$ cat src/sv/ajc_pkg.sv
`timescale 1ns / 1ps
// Package for the admittance joint controller: configuration bundle, register
// indexes, fixed-point constants and the command/status structs of the sequencer.
// No dependencies.
package ajc_pkg;

    // Configuration register indexes.
    localparam logic [2:0] CFG_IDX_INV_MASS  = 3'd0;
    localparam logic [2:0] CFG_IDX_DAMPING   = 3'd1;
    localparam logic [2:0] CFG_IDX_STIFFNESS = 3'd2;
    localparam logic [2:0] CFG_IDX_PROP      = 3'd3;
    localparam logic [2:0] CFG_IDX_DERIV     = 3'd4;
    localparam logic [2:0] CFG_IDX_EQ_ANGLE  = 3'd5;
    localparam logic [2:0] CFG_IDX_DEV_LIMIT = 3'd6;
    localparam logic [2:0] CFG_IDX_TRQ_LIMIT = 3'd7;

    // Configuration reset values.
    localparam logic [15:0]        RST_INV_MASS  = 16'd512;
    localparam logic [15:0]        RST_DAMPING   = 16'd512;
    localparam logic [15:0]        RST_STIFFNESS = 16'd1280;
    localparam logic [15:0]        RST_PROP      = 16'd77;
    localparam logic [15:0]        RST_DERIV     = 16'd655;
    localparam logic signed [15:0] RST_EQ_ANGLE  = 16'sd0;
    localparam logic [14:0]        RST_DEV_LIMIT = 15'd2560;
    localparam logic [14:0]        RST_TRQ_LIMIT = 15'd1280;

    // Fixed-point scale factors.
    // Degrees to radians, Q24.
    localparam logic signed [19:0] K_DEG_TO_RAD = 20'sd292817;
    // Radians to degrees times the 1 ms tick, Q24.
    localparam logic signed [20:0] K_RAD_TO_DEG_DT = 21'sd961264;
    // The 1 ms tick, Q32.
    localparam logic signed [23:0] K_DT = 24'sd4294967;
    // Speed term scale of the PD law.
    localparam logic signed [10:0] K_SPEED = 11'sd1000;
    // Acceleration bound of plus or minus 2^40.
    localparam logic signed [47:0] ACC_MAX = 48'sh0100_0000_0000;
    localparam logic signed [47:0] ACC_MIN = -48'sh0100_0000_0000;
    // 32-bit signed velocity range.
    localparam logic signed [39:0] VEL_MAX = 40'sh00_7FFF_FFFF;
    localparam logic signed [39:0] VEL_MIN = -40'sh00_8000_0000;
    // 16-bit signed angle range.
    localparam logic signed [16:0] ANG_MAX = 17'sd32767;
    localparam logic signed [16:0] ANG_MIN = -17'sd32768;

    // Configuration bundle.
    typedef struct packed {
        logic [15:0]        inverse_mass;
        logic [15:0]        damping_gain;
        logic [15:0]        stiffness_gain;
        logic [15:0]        prop_gain;
        logic [15:0]        deriv_gain;
        logic signed [15:0] equilibrium_angle;
        logic [14:0]        deviation_limit;
        logic [14:0]        torque_limit;
    } t_cfg;

    // One strobe per datapath step, issued by the sequencer.
    typedef struct packed {
        logic load;
        logic rad;
        logic frc;
        logic sum;
        logic acc;
        logic vel;
        logic vupd;
        logic posm;
        logic pupd;
        logic refc;
        logic pd1;
        logic pd2;
        logic raw;
        logic out;
    } t_cmd;

    // Datapath status toward the sequencer.
    typedef struct packed {
        logic out_free;
    } t_stat;

endpackage

$ cat src/sv/ajc_cfg.sv
`timescale 1ns / 1ps
// Configuration register bank of the admittance joint controller.
// Depends on ajc_pkg.
module ajc_cfg (
    input  logic           i_clk,
    input  logic           i_rst_n,
    input  logic           i_cfg_we,
    input  logic [2:0]     i_cfg_idx,
    input  logic [15:0]    i_cfg_data,
    output ajc_pkg::t_cfg  o_cfg
);

    ajc_pkg::t_cfg r_cfg;

    // Register writes; each register keeps only its own width.
    always_ff @(posedge i_clk) begin
        if (!i_rst_n) begin
            r_cfg.inverse_mass      <= ajc_pkg::RST_INV_MASS;
            r_cfg.damping_gain      <= ajc_pkg::RST_DAMPING;
            r_cfg.stiffness_gain    <= ajc_pkg::RST_STIFFNESS;
            r_cfg.prop_gain         <= ajc_pkg::RST_PROP;
            r_cfg.deriv_gain        <= ajc_pkg::RST_DERIV;
            r_cfg.equilibrium_angle <= ajc_pkg::RST_EQ_ANGLE;
            r_cfg.deviation_limit   <= ajc_pkg::RST_DEV_LIMIT;
            r_cfg.torque_limit      <= ajc_pkg::RST_TRQ_LIMIT;
        end else if (i_cfg_we) begin
            case (i_cfg_idx)
                ajc_pkg::CFG_IDX_INV_MASS:  r_cfg.inverse_mass      <= i_cfg_data;
                ajc_pkg::CFG_IDX_DAMPING:   r_cfg.damping_gain      <= i_cfg_data;
                ajc_pkg::CFG_IDX_STIFFNESS: r_cfg.stiffness_gain    <= i_cfg_data;
                ajc_pkg::CFG_IDX_PROP:      r_cfg.prop_gain         <= i_cfg_data;
                ajc_pkg::CFG_IDX_DERIV:     r_cfg.deriv_gain        <= i_cfg_data;
                ajc_pkg::CFG_IDX_EQ_ANGLE:  r_cfg.equilibrium_angle <= $signed(i_cfg_data);
                ajc_pkg::CFG_IDX_DEV_LIMIT: r_cfg.deviation_limit   <= i_cfg_data[14:0];
                ajc_pkg::CFG_IDX_TRQ_LIMIT: r_cfg.torque_limit      <= i_cfg_data[14:0];
                default: begin
                end
            endcase
        end
    end

    assign o_cfg = r_cfg;

endmodule

$ cat config.mk
export PLATFORM = sky130hd
export DESIGN_NAME = ajc_cfg
export DESIGN_NICKNAME = d
export VERILOG_FILES = /design/src/sv/ajc_pkg.sv /design/src/sv/ajc_cfg.sv
export SDC_FILE = /design/constraint.sdc
export NUM_CORES = 1
export LEC_CHECK = 0
export BUFFER_PORTS_ARGS = -buffer_cell sky130_fd_sc_hd__buf_2
export CAP_MARGIN = 20
export CORE_AREA = 2 2 98 171
export DETAILED_ROUTE_END_ITERATION = 16
export DIE_AREA = 0 0 100 173
export GPL_TIMING_DRIVEN = 1
export PLACE_DENSITY_LB_ADDON = 0.2
export SLEW_MARGIN = 30
export SYNTH_ARGS = -nofsm -noshare
export SYNTH_HDL_FRONTEND = slang
export SYNTH_SLANG_ARGS = --single-unit
$ cat constraint.sdc
create_clock -name i_clk -period 4.5 [get_ports i_clk]
set_clock_uncertainty 0.05 [all_clocks]
set_input_delay 0.675 -clock i_clk [delete_from_list [all_inputs] [get_ports i_clk]]
set_output_delay 0.675 -clock i_clk [all_outputs]
set_load 0.02 [all_outputs]
==> flow_metrics.tcl <==
set metrics [dict create \
    status "completed" \
    start_util_pct 29.7 \
    endpoint "o_cfg[69]$_SDFFE_PN0P_" \
    holdCritPathClass "flip-flop to flip-flop" \
    rsz0062_at_grt "false" \
    whs_ps 406 \
    tns_ps 0 \
    first_iter_violations 131 \
    syn-mean-instance-area_um2 10.5 \
    finalMaxSlewViolations 0 \
    clockRootBuffer "clkbuf_16" \
    cts_buffers 17 \
    syn_inst 450 \
    final_nets 609 \
    reg2reg_depth 2 \
    min_period_over_period_pct 45.2 \
    synth_seq_area_share_pct 53.5 \
    synth_area_leaders "dfxtp_1 (53%), mux2i_1 (27%), nand2_1 (9.9%), nor2b_1 (3.7%), clkbuf_1 (1.6%)" \
    power_leakage_nw 3.26 \
    dpl.hpwl_um 10300 \
    fmax_ghz 0.492 \
    grt.total_usage_pct 16.8 \
    worst_setup_path_start_kind "input port" \
    tritoncts "built" \
    r2r_end "o_cfg[19]$_SDFFE_PN0P_" \
    cap_violations 0 \
    holdBufCountCts 0 \
    critPathArrivalTime_ps 2300 \
    syn2layout_area_growth_pct 31.3 \
    r2r_start "o_cfg[19]$_SDFFE_PN0P_" \
    remaining_drc_errors 0 \
    layout-drive-gt1-share_pct 31.2 \
    gp_congestion 0.787 \
    clkSinkCount 126 \
    io_pins 148 \
    largest_register_ffs 126 \
    routedWlPerCell_um 18.2 \
    p_per_area_nw_per_um2 448 \
    utilization_pct 39.0 \
    ant_nets 0 \
    ff2ff_setup_slack_ps 3760 \
    viasPerCell 4.58 \
    peakVddDrop_uv 192 \
    final-setup-viol-count 0 \
    cts_resized 0 \
    antenna_found_initial 1 \
    slew_headroom_pct 37.6 \
    dieHeight_um 173 \
    num_vias 3622 \
    die-area_um2 17300 \
    htree_levels 4 \
    worstMarginPinSlew_ps 931 \
    cts_setup_buffers 0 \
    yosysTopAreaCellShare_pct 53.5 \
    path_max_fanout 98 \
    grt_start_max_net_pins 99 \
    required_ps 4770 \
    clk_latency_ps 410 \
    yosys.area.top_type "dfxtp_1" \
    syn_area_um2 4720 \
    die_w_um 100 \
    grt_pass1_wl_um 21600 \
    first_pass_iters 4 \
    routed_wl_um 14400 \
    ys_seq_elements 126 \
    rows 61 \
    portBuffers 147 \
    synth_nets 472 \
    first_global_vias 3619 \
    ys_warn_count 0 \
    clk_path_buf_depth 2 \
    setup.worst_path.class "input port to flip-flop" \
    fin_crit_ps 2030 \
    core_area_um2 15900 \
    critPathCaptureType "flip-flop" \
    clkTransAtPathRegs_ps 60 \
    synthDistinctLibCells 16 \
    grt_overflow_total 0 \
    final-hold-violation-count 0 \
    crit_start "i_rst_n" \
]
-- metrics by stage --
step	instance area [µm²]	cells	setup WS, ps	total power, W
floorplan	4720	450	2610	0.00129
global placement	5570	757	2090	0.00136
detailed placement	5570	757	2070	0.00136
CTS	6190	789	2500	0.00281
global route	6190	790	2310	0.00287
finish	6190	790	2470	0.00277
-- worst max-delay path, cell delays in order --
cell	delay, ps
buf_4	660
buf_4	620
nand2_1	130
mux2i_1	160
-- worst min path at each step --
| stage | from | end | slack [ps] | cells past startpoint |
|---|---|---|---|---|
| 2_1_floorplan | o_cfg[100]$_SDFFE_PN0P_ | o_cfg[100]$_SDFFE_PN0P_ | 480 | 2 |
| 3_3_place_gp | o_cfg[37]$_SDFFE_PN0P_ | o_cfg[37]$_SDFFE_PN0P_ | 390 | 2 |
| 3_5_place_dp | o_cfg[95]$_SDFFE_PN0P_ | o_cfg[95]$_SDFFE_PN0P_ | 400 | 2 |
| 4_1_cts | o_cfg[95]$_SDFFE_PN0P_ | o_cfg[95]$_SDFFE_PN0P_ | 410 | 2 |
| 5_1_grt | o_cfg[117]$_SDFFE_PN0P_ | o_cfg[117]$_SDFFE_PN0P_ | 430 | 2 |
| 6_report | o_cfg[100]$_SDFFE_PN0P_ | o_cfg[100]$_SDFFE_PN0P_ | 410 | 2 |
-- area by class of cell --
class,count,area (µm²)
flip-flops and latches,126,2520
well taps,189,236
clock inverters,14,193
fillers,1618,9680
multi-input cells,289,2030
repair buffers,153,783
clock buffers,18,429
diodes,1,2.50
-- cells by family (layout without fill, tap and decap cells) --
family,Yosys count,after routing,synth area share [%]
flip-flops,126,126,53.5
multiplexers,126,126,26.7
AND/OR/NAND/NOR,163,163,15.9
other,0,1,0
buffers and inverters,35,185,3.87
-- metal layers --
layer  wire (µm)  part of all wire [%]  global-route usage (%)  vias to the layer above
li1            -                     -                       -                     1770
met1        5600                    39                    18.2                     1731
met2        7780                    54                    30.4                      102
met3         625                   4.3                    3.68                       19
met4         389                   2.7                    8.05                        0
met5           0                     0                       0                        -
-- synth_stat cells --
cell type  instances
clkbuf_1          20
nor4bb_1           2
or4b_4             1
nand2_1          124
buf_12             1
buf_2             10
buf_4              2
mux2i_1          126
dfxtp_1          126
nand4bb_1          2
nand4b_1           3
nor2b_1           28
and4b_1            1
buf_6              2
and4bb_2           1
nand4_1            1
-- cells in the final DEF, fill, tap and decap left out, types with 4 or more instances in the layout --
cell type / synthesis / final
dfxtp_1: 126 / 126
mux2i_1: 126 / 126
buf_4: 2 / 7
nor2b_1: 28 / 28
buf_2: 10 / 146
bufinv_16: 0 / 4
clkbuf_16: 0 / 17
nand2_1: 124 / 124
-- where the power goes --
| part | switching, W | total, W | internal (W) |
|---|---|---|---|
| clock | 0.000514 | 0.00144 | 0.000927 |
| sequential | 0.0000138 | 0.00115 | 0.00114 |
| combinational | 0.000119 | 0.000178 | 0.0000582 |
| total | 0.000647 | 0.00277 | 0.00213 |
Power figures use the tool's default switching activity.
