## config.mk

```make
export PLATFORM = sky130hd
export DESIGN_NAME = ajc_ctrl
export DESIGN_NICKNAME = d
export VERILOG_FILES = /design/src/sv/ajc_pkg.sv /design/src/sv/ajc_ctrl.sv
export SDC_FILE = /design/constraint.sdc
export NUM_CORES = 1
export LEC_CHECK = 0
export BUFFER_PORTS_ARGS = -buffer_cell sky130_fd_sc_hd__buf_2
export CAP_MARGIN = 20
export CORE_UTILIZATION = 25
export CTS_CLUSTER_SIZE = 8
export DETAILED_ROUTE_END_ITERATION = 10
export PLACE_DENSITY = 0.55
export SYNTH_ARGS = -nofsm -noshare
export SYNTH_HDL_FRONTEND = slang
export SYNTH_SLANG_ARGS = --single-unit
```

## constraint.sdc

```tcl
create_clock -name i_clk -period 1.74 [get_ports i_clk]
set_clock_uncertainty 0.05 [all_clocks]
set_input_delay 0.348 -clock i_clk [delete_from_list [all_inputs] [get_ports i_clk]]
set_output_delay 0.348 -clock i_clk [all_outputs]
set_load 0.005 [all_outputs]
```

## src/sv/ajc_pkg.sv

```systemverilog
`timescale 1ns / 1ps
// Package for the admittance joint controller: configuration bundle, register
// indexes, fixed-point constants and the command/status structs of the sequencer.
// No dependencies.
package ajc_pkg;

    // Configuration register indexes.
    localparam logic [2:0] CFG_IDX_INV_MASS  = 3'd0;
    localparam logic [2:0] CFG_IDX_DAMPING   = 3'd1;
    localparam logic [2:0] CFG_IDX_STIFFNESS = 3'd2;
    localparam logic [2:0] CFG_IDX_PROP      = 3'd3;
    localparam logic [2:0] CFG_IDX_DERIV     = 3'd4;
    localparam logic [2:0] CFG_IDX_EQ_ANGLE  = 3'd5;
    localparam logic [2:0] CFG_IDX_DEV_LIMIT = 3'd6;
    localparam logic [2:0] CFG_IDX_TRQ_LIMIT = 3'd7;

    // Configuration reset values.
    localparam logic [15:0]        RST_INV_MASS  = 16'd512;
    localparam logic [15:0]        RST_DAMPING   = 16'd512;
    localparam logic [15:0]        RST_STIFFNESS = 16'd1280;
    localparam logic [15:0]        RST_PROP      = 16'd77;
    localparam logic [15:0]        RST_DERIV     = 16'd655;
    localparam logic signed [15:0] RST_EQ_ANGLE  = 16'sd0;
    localparam logic [14:0]        RST_DEV_LIMIT = 15'd2560;
    localparam logic [14:0]        RST_TRQ_LIMIT = 15'd1280;

    // Fixed-point scale factors.
    // Degrees to radians, Q24.
    localparam logic signed [19:0] K_DEG_TO_RAD = 20'sd292817;
    // Radians to degrees times the 1 ms tick, Q24.
    localparam logic signed [20:0] K_RAD_TO_DEG_DT = 21'sd961264;
    // The 1 ms tick, Q32.
    localparam logic signed [23:0] K_DT = 24'sd4294967;
    // Speed term scale of the PD law.
    localparam logic signed [10:0] K_SPEED = 11'sd1000;
    // Acceleration bound of plus or minus 2^40.
    localparam logic signed [47:0] ACC_MAX = 48'sh0100_0000_0000;
    localparam logic signed [47:0] ACC_MIN = -48'sh0100_0000_0000;
    // 32-bit signed velocity range.
    localparam logic signed [39:0] VEL_MAX = 40'sh00_7FFF_FFFF;
    localparam logic signed [39:0] VEL_MIN = -40'sh00_8000_0000;
    // 16-bit signed angle range.
    localparam logic signed [16:0] ANG_MAX = 17'sd32767;
    localparam logic signed [16:0] ANG_MIN = -17'sd32768;

    // Configuration bundle.
    typedef struct packed {
        logic [15:0]        inverse_mass;
        logic [15:0]        damping_gain;
        logic [15:0]        stiffness_gain;
        logic [15:0]        prop_gain;
        logic [15:0]        deriv_gain;
        logic signed [15:0] equilibrium_angle;
        logic [14:0]        deviation_limit;
        logic [14:0]        torque_limit;
    } t_cfg;

    // One strobe per datapath step, issued by the sequencer.
    typedef struct packed {
        logic load;
        logic rad;
        logic frc;
        logic sum;
        logic acc;
        logic vel;
        logic vupd;
        logic posm;
        logic pupd;
        logic refc;
        logic pd1;
        logic pd2;
        logic raw;
        logic out;
    } t_cmd;

    // Datapath status toward the sequencer.
    typedef struct packed {
        logic out_free;
    } t_stat;

endpackage

```

## src/sv/ajc_ctrl.sv

```systemverilog
`timescale 1ns / 1ps
// Sequencer of the admittance joint controller: one-hot state machine that
// steps the datapath through one update. Depends on ajc_pkg.
module ajc_ctrl (
    input  logic            i_clk,
    input  logic            i_rst_n,
    input  logic            i_in_valid,
    output logic            o_in_ready,
    input  ajc_pkg::t_stat  i_stat,
    output ajc_pkg::t_cmd   o_cmd
);

    typedef enum logic [13:0] {
        S_IDLE = 14'h0001,
        S_RAD  = 14'h0002,
        S_FRC  = 14'h0004,
        S_SUM  = 14'h0008,
        S_ACC  = 14'h0010,
        S_VEL  = 14'h0020,
        S_VUPD = 14'h0040,
        S_POSM = 14'h0080,
        S_PUPD = 14'h0100,
        S_REF  = 14'h0200,
        S_PD1  = 14'h0400,
        S_PD2  = 14'h0800,
        S_RAW  = 14'h1000,
        S_OUT  = 14'h2000
    } t_state;

    t_state r_state;
    t_state n_state;

    // Next state and step strobes.
    always_comb begin
        n_state    = r_state;
        o_cmd      = '0;
        o_in_ready = 1'b0;
        case (r_state)
            S_IDLE: begin
                o_in_ready = 1'b1;
                if (i_in_valid) begin
                    o_cmd.load = 1'b1;
                    n_state    = S_RAD;
                end
            end
            S_RAD: begin
                o_cmd.rad = 1'b1;
                n_state   = S_FRC;
            end
            S_FRC: begin
                o_cmd.frc = 1'b1;
                n_state   = S_SUM;
            end
            S_SUM: begin
                o_cmd.sum = 1'b1;
                n_state   = S_ACC;
            end
            S_ACC: begin
                o_cmd.acc = 1'b1;
                n_state   = S_VEL;
            end
            S_VEL: begin
                o_cmd.vel = 1'b1;
                n_state   = S_VUPD;
            end
            S_VUPD: begin
                o_cmd.vupd = 1'b1;
                n_state    = S_POSM;
            end
            S_POSM: begin
                o_cmd.posm = 1'b1;
                n_state    = S_PUPD;
            end
            S_PUPD: begin
                o_cmd.pupd = 1'b1;
                n_state    = S_REF;
            end
            S_REF: begin
                o_cmd.refc = 1'b1;
                n_state    = S_PD1;
            end
            S_PD1: begin
                o_cmd.pd1 = 1'b1;
                n_state   = S_PD2;
            end
            S_PD2: begin
                o_cmd.pd2 = 1'b1;
                n_state   = S_RAW;
            end
            S_RAW: begin
                o_cmd.raw = 1'b1;
                n_state   = S_OUT;
            end
            S_OUT: begin
                // Hold here until the output register can take the new beat.
                if (i_stat.out_free) begin
                    o_cmd.out = 1'b1;
                    n_state   = S_IDLE;
                end
            end
            default: begin
                n_state = S_IDLE;
            end
        endcase
    end

    // State register.
    always_ff @(posedge i_clk) begin
        if (!i_rst_n) begin
            r_state <= S_IDLE;
        end else begin
            r_state <= n_state;
        end
    end

endmodule

```

==> impl_metrics.yaml, run 1 <==
cells_and_area:
  reg_top3: "r_state: 14 flops"
  final_layout_size_suffix_gt1_share_pct: 68.0
  area_growth_pct: 78.5
  nets: 152
  final_core_util_pct: 47.9
  top_register: "r_state"
  largest_reg_flops: 14
  antenna_cells: 0
power_and_ir_drop:
  leakagePower_uw: 0.000647
  power_density_mw_per_mm2: 561
  peakVddDrop_mv: 0.321
worst_setup_path:
  crit_required_ns: 1.34
  crit_fanout: 3
  r2r-start: "r_state[11]$_SDFFE_PN0P_"
  critPathKind: "register to output pin"
  ff2ff_path_depth: 8
  start_kind: "register"
  cp_cell_sequence: "nor4_4 > buf_4 > and3_4 > nand3_4 > inv_2 > and2_4 > buf_6"
  cpPeakStageDelay_ns: 0.34
  critPathCaptureType: "output pin"
  cp.arrival_ns: 1.67
  path_buf_inv: 3
  path_depth: 7
  cp_top_family: "simple AND/OR/NAND/NOR gates"
  cpMaxStageDelayCell: "dfxtp_2"
  timing.rr.end: "r_state[0]$_SDFFE_PN1P_"
  rrSetupSlack_ns: -0.09
placement:
  dp_slack_ns: -0.0500
  gp_congestion: 0.946
  portBuffers: 18
  dp_hpwl_mm: 1.65
hold_path:
  hold_class: "primary input to register"
  holdCritStartpoint: "i_rst_n"
  hold_path_end: "r_state[3]$_SDFFE_PN0P_"
  whs_path_depth: 2
drt:
  drc: 0
  wl_mm: 2.53
  num_vias: 915
  avgRoutedWirePerCell_um: 13.2
  drt-pass1-iter-count: 2
  vias_per_cell: 4.79
  drt_first_iter_violations: 26
  drtAntennaViolNets: 0
floorplan:
  placementRows: 20
  fp.dieH_um: 60.0
  die-area_mm2: 0.00359
  fp.dieW_um: 60.0
  initial_core_util_pct: 26.8
  ioPinCount: 19
  core_mm2: 0.00313
clock_network:
  clk_path_buf_depth: 2
  clk_latency_ns: 0.28
  cts_tree: "yes"
  postCtsHoldBufs: 0
  cts_buffers: 3
  cts_sinks: 14
  cts-root-buf: "clkbuf_4"
  htree_levels: 1
  path_clk_slew_ns: 0.08
global_route:
  overflow: 0
  grt_pass1_vias: 874
  antenna_found_initial: 0
  grt_pass1_wl_mm: 3.95
  grt_use_total_pct: 15.0
  grt_max_degree: 9
timing:
  finalSetupViolCount: 26
  max_freq_mhz: 484
  hold_ws_ns: 0.295
  fin_crit_sh_pct: 119
  tightest_slew_ns: 0.553
  finalWorstSetupSlack_ns: -0.324
  fin_tns_setup_ns: -3.92
  fin_crit_ns: 2.06
  finalMaxSlewViolations: 0
  hold_viol: 0
  rsz0062_at_grt: "true"
  relSlewSlack_pct: 62.9
yosys:
  syn_avg_cell_area_um2: 8.31
  synth_area_um2: 840
  synth-seq-cells: 14
  syn_nets: 105
  synth-edff-count: 0
  synthCells: 101
  async_reset_ff_share_pct: 0
  yosysTopAreaCell: "dfxtp_1"
  synth-seq-area-share_pct: 33.4
  yosysTopAreaCellShare_pct: 33.4
  synth.area.top_cells: "dfxtp_1 (33%), nor3_1 (6.0%), nor2_1 (4.5%), nor3b_1 (3.6%), inv_1 (3.1%)"
  ys_warn_count: 0
  synth_cell_type_count: 34
  synth_flop_cell: "dfxtp_1"
status:
  violations: "negative setup slack"
  status: "finished with violations"
flow_run:
  cap_viol_max_count: 0
==> worst max-delay path by stage <==
stage / from / to / slack [ns]
2_1_floorplan: r_state[5]$_SDFFE_PN0P_ / o_cmd[0] / 0.01
3_3_place_gp: r_state[3]$_SDFFE_PN0P_ / o_cmd[0] / -0.04
3_5_place_dp: r_state[4]$_SDFFE_PN0P_ / o_cmd[13] / -0.05
4_1_cts: r_state[7]$_SDFFE_PN0P_ / o_cmd[0] / -0.35
5_1_grt: r_state[7]$_SDFFE_PN0P_ / o_cmd[0] / -0.47
6_report: r_state[7]$_SDFFE_PN0P_ / o_cmd[13] / -0.32
==> kinds of logic after synthesis <==
logic type / Yosys count / synth area share, %
simple gates: 55 / 41.9
flops: 14 / 33.4
xor+xnor: 4 / 4.17
compound gates: 12 / 10.3
buf+inv: 16 / 10.3
==> final cells by class <==
type | instances | area [µm²]
Inverter | 7 | 26.3
Fill cell | 293 | 1630
Multi-Input combinational cell | 71 | 688
Tap cell | 44 | 55.1
Clock buffer | 4 | 36.3
Timing Repair Buffer | 51 | 398
Sequential cell | 14 | 295
==> Yosys cell counts (2+ instances only) <==
cell     count
and2_1       2
and3_1       3
and4b_1      2
buf_2        5
buf_6        2
dfxtp_1     14
inv_1        7
nand2_1      5
nand3_1      3
nor2_1      10
nor3_1      10
nor3b_1      4
nor4_1       4
nor4b_1      3
o211a_1      2
o21ai_0      5
xnor2_1      2
xor2_1       2
==> per-stage QoR <==
| step | total power [µW] | std cells | instance area, µm² |
|---|---|---|---|
| global route | 891 | 191 | 1500 |
| floorplan | 427 | 101 | 848 |
| finish | 841 | 191 | 1500 |
| detailed placement | 499 | 177 | 1120 |
| CTS | 814 | 187 | 1370 |
| global placement | 493 | 177 | 1120 |
==> metal layers <==
metal | GRT usage, % | part of all wire (%) | wire length, µm | up-vias
met5 | 0 | 0 | 0 | -
met2 | 24.9 | 52 | 1300 | 17
met1 | 18.0 | 43 | 1080 | 441
met3 | 3.25 | 2.3 | 57 | 6
li1 | - | - | - | 451
met4 | 7.97 | 3.5 | 88 | 0
==> placed cells by master, fill, tap and decap left out, types with 3 or more instances in the layout <==
cell type   n
buf_4      28
nand3_4     3
buf_6       6
nor3_4      3
nor3_2      4
nor3_1      4
nor3b_2     3
clkbuf_4    3
nor4b_2     3
inv_2       3
dfxtp_2     6
nand2_4     3
inv_1       4
and3_4      3
o21ai_0     5
buf_2      15
nor2_1      7
dfxtp_1     6
==> where the power goes <==
part	leakage (µW)	total, µW	switching, µW	internal, µW
clock network	0.0000210	233	106	127
registers	0.000117	336	11.5	324
logic	0.000509	272	121	150
==> timing repair <==
item | CTS | global route
cloned | 1 | 0
setup endpoints to repair | 26 | 26
resized for setup | 36 | 25
setup buffers | 5 | 4
pin swaps | 10 | 10
Power figures use the tool's default switching activity.
==> run 2: changes to the inputs <==
Settings changed: ABC_AREA set to 1, PLACE_DENSITY 0.55 to 0.54.
==> run 2 against run 1 <==
The flow still finishes with violations (negative setup slack). Wire length grew 4.9%. Clock power is 15% lower. Synthesized cell count rose by 43%. Via count is 11% higher. Worst hold slack improved by 0.00093 ns. First-iteration DRC count grew 35%. Power is 20% lower. Maximum frequency is 13% higher. Largest power group unchanged.
==> impl_metrics.yaml, run 2 <==
global_route:
  antenna_found_initial: 0
  grt_max_degree: 14
  grt_use_total_pct: 14.9
  grt_pass1_vias: 945
  grt_pass1_wl_mm: 3.97
  overflow: 0
power_and_ir_drop:
  p_int_uw: 462
  pwr-share-clk_pct: 29.8
  p_sw_uw: 206
  leakagePower_uw: 0.000888
  peakVddDrop_mv: 0.168
  combPwrFrac_pct: 21.0
  seq_power_share_pct: 49.2
  power_uw: 669
  netSwitchingFraction_pct: 30.9
  power_density_mw_per_mm2: 430
clock_network:
  clk_path_buf_depth: 2
  cts-root-buf: "clkbuf_4"
  cts_buffers: 3
  cts_sinks: 14
  clk_latency_ns: 0.28
  htree_levels: 1
  cts_tree: "yes"
  path_clk_slew_ns: 0.10
floorplan:
  die-area_mm2: 0.00370
  core_mm2: 0.00334
  fp.dieH_um: 60.9
  initial_core_util_pct: 25.9
  ioPinCount: 19
  fp.dieW_um: 60.9
  placementRows: 21
worst_setup_path:
  critPathCaptureType: "output pin"
  ff2ff_path_depth: 13
  critPathKind: "register to output pin"
  r2r-start: "r_state[10]$_SDFFE_PN0P_"
  cpMaxStageDelayCell: "dfxtp_2"
  rrSetupSlack_ns: 0.01
  crit_fanout: 6
  timing.rr.end: "r_state[3]$_SDFFE_PN0P_"
  cp_cell_sequence: "nor2_4 > nand2_2 > nor2_4 > buf_6 > nand2_4 > inv_4 > buf_6"
  cp.arrival_ns: 1.43
  start_kind: "register"
  crit_required_ns: 1.34
  cpPeakStageDelay_ns: 0.35
drt:
  vias_per_cell: 4.10
  wl_mm: 2.65
  avgRoutedWirePerCell_um: 10.7
  num_vias: 1018
  drt_first_iter_violations: 35
  drc: 0
  drtAntennaViolNets: 0
  drt-pass1-iter-count: 4
cells_and_area:
  reg_top3: "r_state: 14 flops"
  n_fill_cell: 335
  layout.cells.most_common: "buf_4"
  final_cell_mix: "buf_4 (33), inv_1 (26), nor2_1 (20)"
  top_register: "r_state"
  area_growth_pct: 79.5
  antenna_cells: 0
  largest_reg_flops: 14
  final_layout_size_suffix_gt1_share_pct: 58.9
  nets: 208
yosys:
  async_reset_ff_share_pct: 0
  synth-seq-cells: 14
  syn_nets: 148
  synth_most_common_cell: "inv_1"
  synth.area.top_cells: "dfxtp_1 (32%), inv_1 (15%), nand2_1 (13%), nor2_1 (12%), nand3_1 (7.5%)"
  synthCells: 144
  synth_area_um2: 866
  synth_cell_type_count: 18
  ys_warn_count: 0
  syn_avg_cell_area_um2: 6.01
  synth-edff-count: 0
  synth_flop_cell: "dfxtp_1"
  yosysTopAreaCell: "dfxtp_1"
  synth_common_cells: "inv_1 (35), nand2_1 (29), nor2_1 (28)"
  synth-seq-area-share_pct: 32.4
  yosysTopAreaCellShare_pct: 32.4
timing:
  relSlewSlack_pct: 78.2
  finalMaxSlewViolations: 0
  finalWorstSetupSlack_ns: -0.0852
  rsz0062_at_grt: "true"
  fin_tns_setup_ns: -0.740
  hold_viol: 0
  tightest_slew_ns: 0.327
  finalSetupViolCount: 15
  max_freq_mhz: 548
  fin_crit_sh_pct: 105
  hold_ws_ns: 0.296
  fin_crit_ns: 1.83
status:
  violations: "negative setup slack"
  status: "finished with violations"
hold_path:
  holdCritStartpoint: "i_in_valid"
  hold_path_end: "r_state[1]$_SDFFE_PN0P_"
  whs_path_depth: 3
  hold_class: "primary input to register"
flow_run:
  cap_viol_max_count: 0
placement:
  dp_hpwl_mm: 1.46
  portBuffers: 18
  gp_congestion: 0.782
[run 2: final cells by class]
class | count | area (µm²) | share of cell area [%]
Multi-Input combinational cell | 91 | 578 | 37.2
Timing Repair Buffer | 57 | 449 | 28.9
Sequential cell | 14 | 303 | 19.5
Tap cell | 46 | 57.6 | 3.70
Inverter | 37 | 144 | 9.26
Clock buffer | 3 | 22.5 | 1.45
[run 2: how the worst max path moves through the flow]
stage / startpoint / endpoint / slack, ns / cells past startpoint
2_1_floorplan: r_state[13]$_SDFFE_PN0P_ / o_cmd[10] / 0.37 / 5
4_1_cts: r_state[9]$_SDFFE_PN0P_ / o_cmd[13] / -0.07 / 6
5_1_grt: r_state[10]$_SDFFE_PN0P_ / o_cmd[13] / -0.18 / 6
3_5_place_dp: r_state[13]$_SDFFE_PN0P_ / o_cmd[9] / 0.13 / 6
6_report: r_state[10]$_SDFFE_PN0P_ / o_cmd[6] / -0.09 / 7
3_3_place_gp: r_state[13]$_SDFFE_PN0P_ / o_cmd[9] / 0.15 / 6
[run 2: timing repair]
action,in CTS,in global routing
resized for setup,38,39
pin swaps,15,17
setup endpoints to repair,15,17
hold buffers,0,0
buffers inserted,33,9
[run 2: power groups by stage]
stage,clock (µW),sequential (µW),combinational (µW)
floorplan,0,337,70.4
global placement,0,337,94.6
detailed placement,0,337,93.6
CTS,193,332,111
global route,212,330,154
finish,199,329,140
[run 2: cells by family after synthesis]
family                 synth area share, %
AO/OA/AOI/OAI                         2.02
buffers and inverters                 17.9
flip-flops                            32.4
AND/OR/NAND/NOR                       47.7
[run 2: per-stage QoR]
| step | setup slack (ns) | cells | area [µm²] | utilization, % |
|---|---|---|---|---|
| 2_1_floorplan | 0.373 | 144 | 866 | - |
| 3_3_place_gp | 0.151 | 207 | 1000 | 30.1 |
| 3_5_place_dp | 0.128 | 207 | 1000 | 30.1 |
| 4_1_cts | -0.0725 | 243 | 1390 | 41.5 |
| 5_1_grt | -0.178 | 248 | 1550 | 46.6 |
| 6_report | -0.0852 | 248 | 1550 | 46.6 |
[run 2: per-layer routing]
metal  track usage, %  up-vias  share of wire (%)
li1                 -      540                  -
met1             18.2      457                 44
met2             25.6       19                 51
met3             2.35        2                3.4
met4             6.82        0               0.98
met5                0        -                  0
[run 2: critical path, delay by kind of cell, from the launching register on]
| kind | cells | cell delay [ns] |
|---|---|---|
| flip-flops | 1 | 0.35 |
| buffers and inverters | 3 | 0.30 |
| AND/OR/NAND/NOR | 4 | 0.49 |
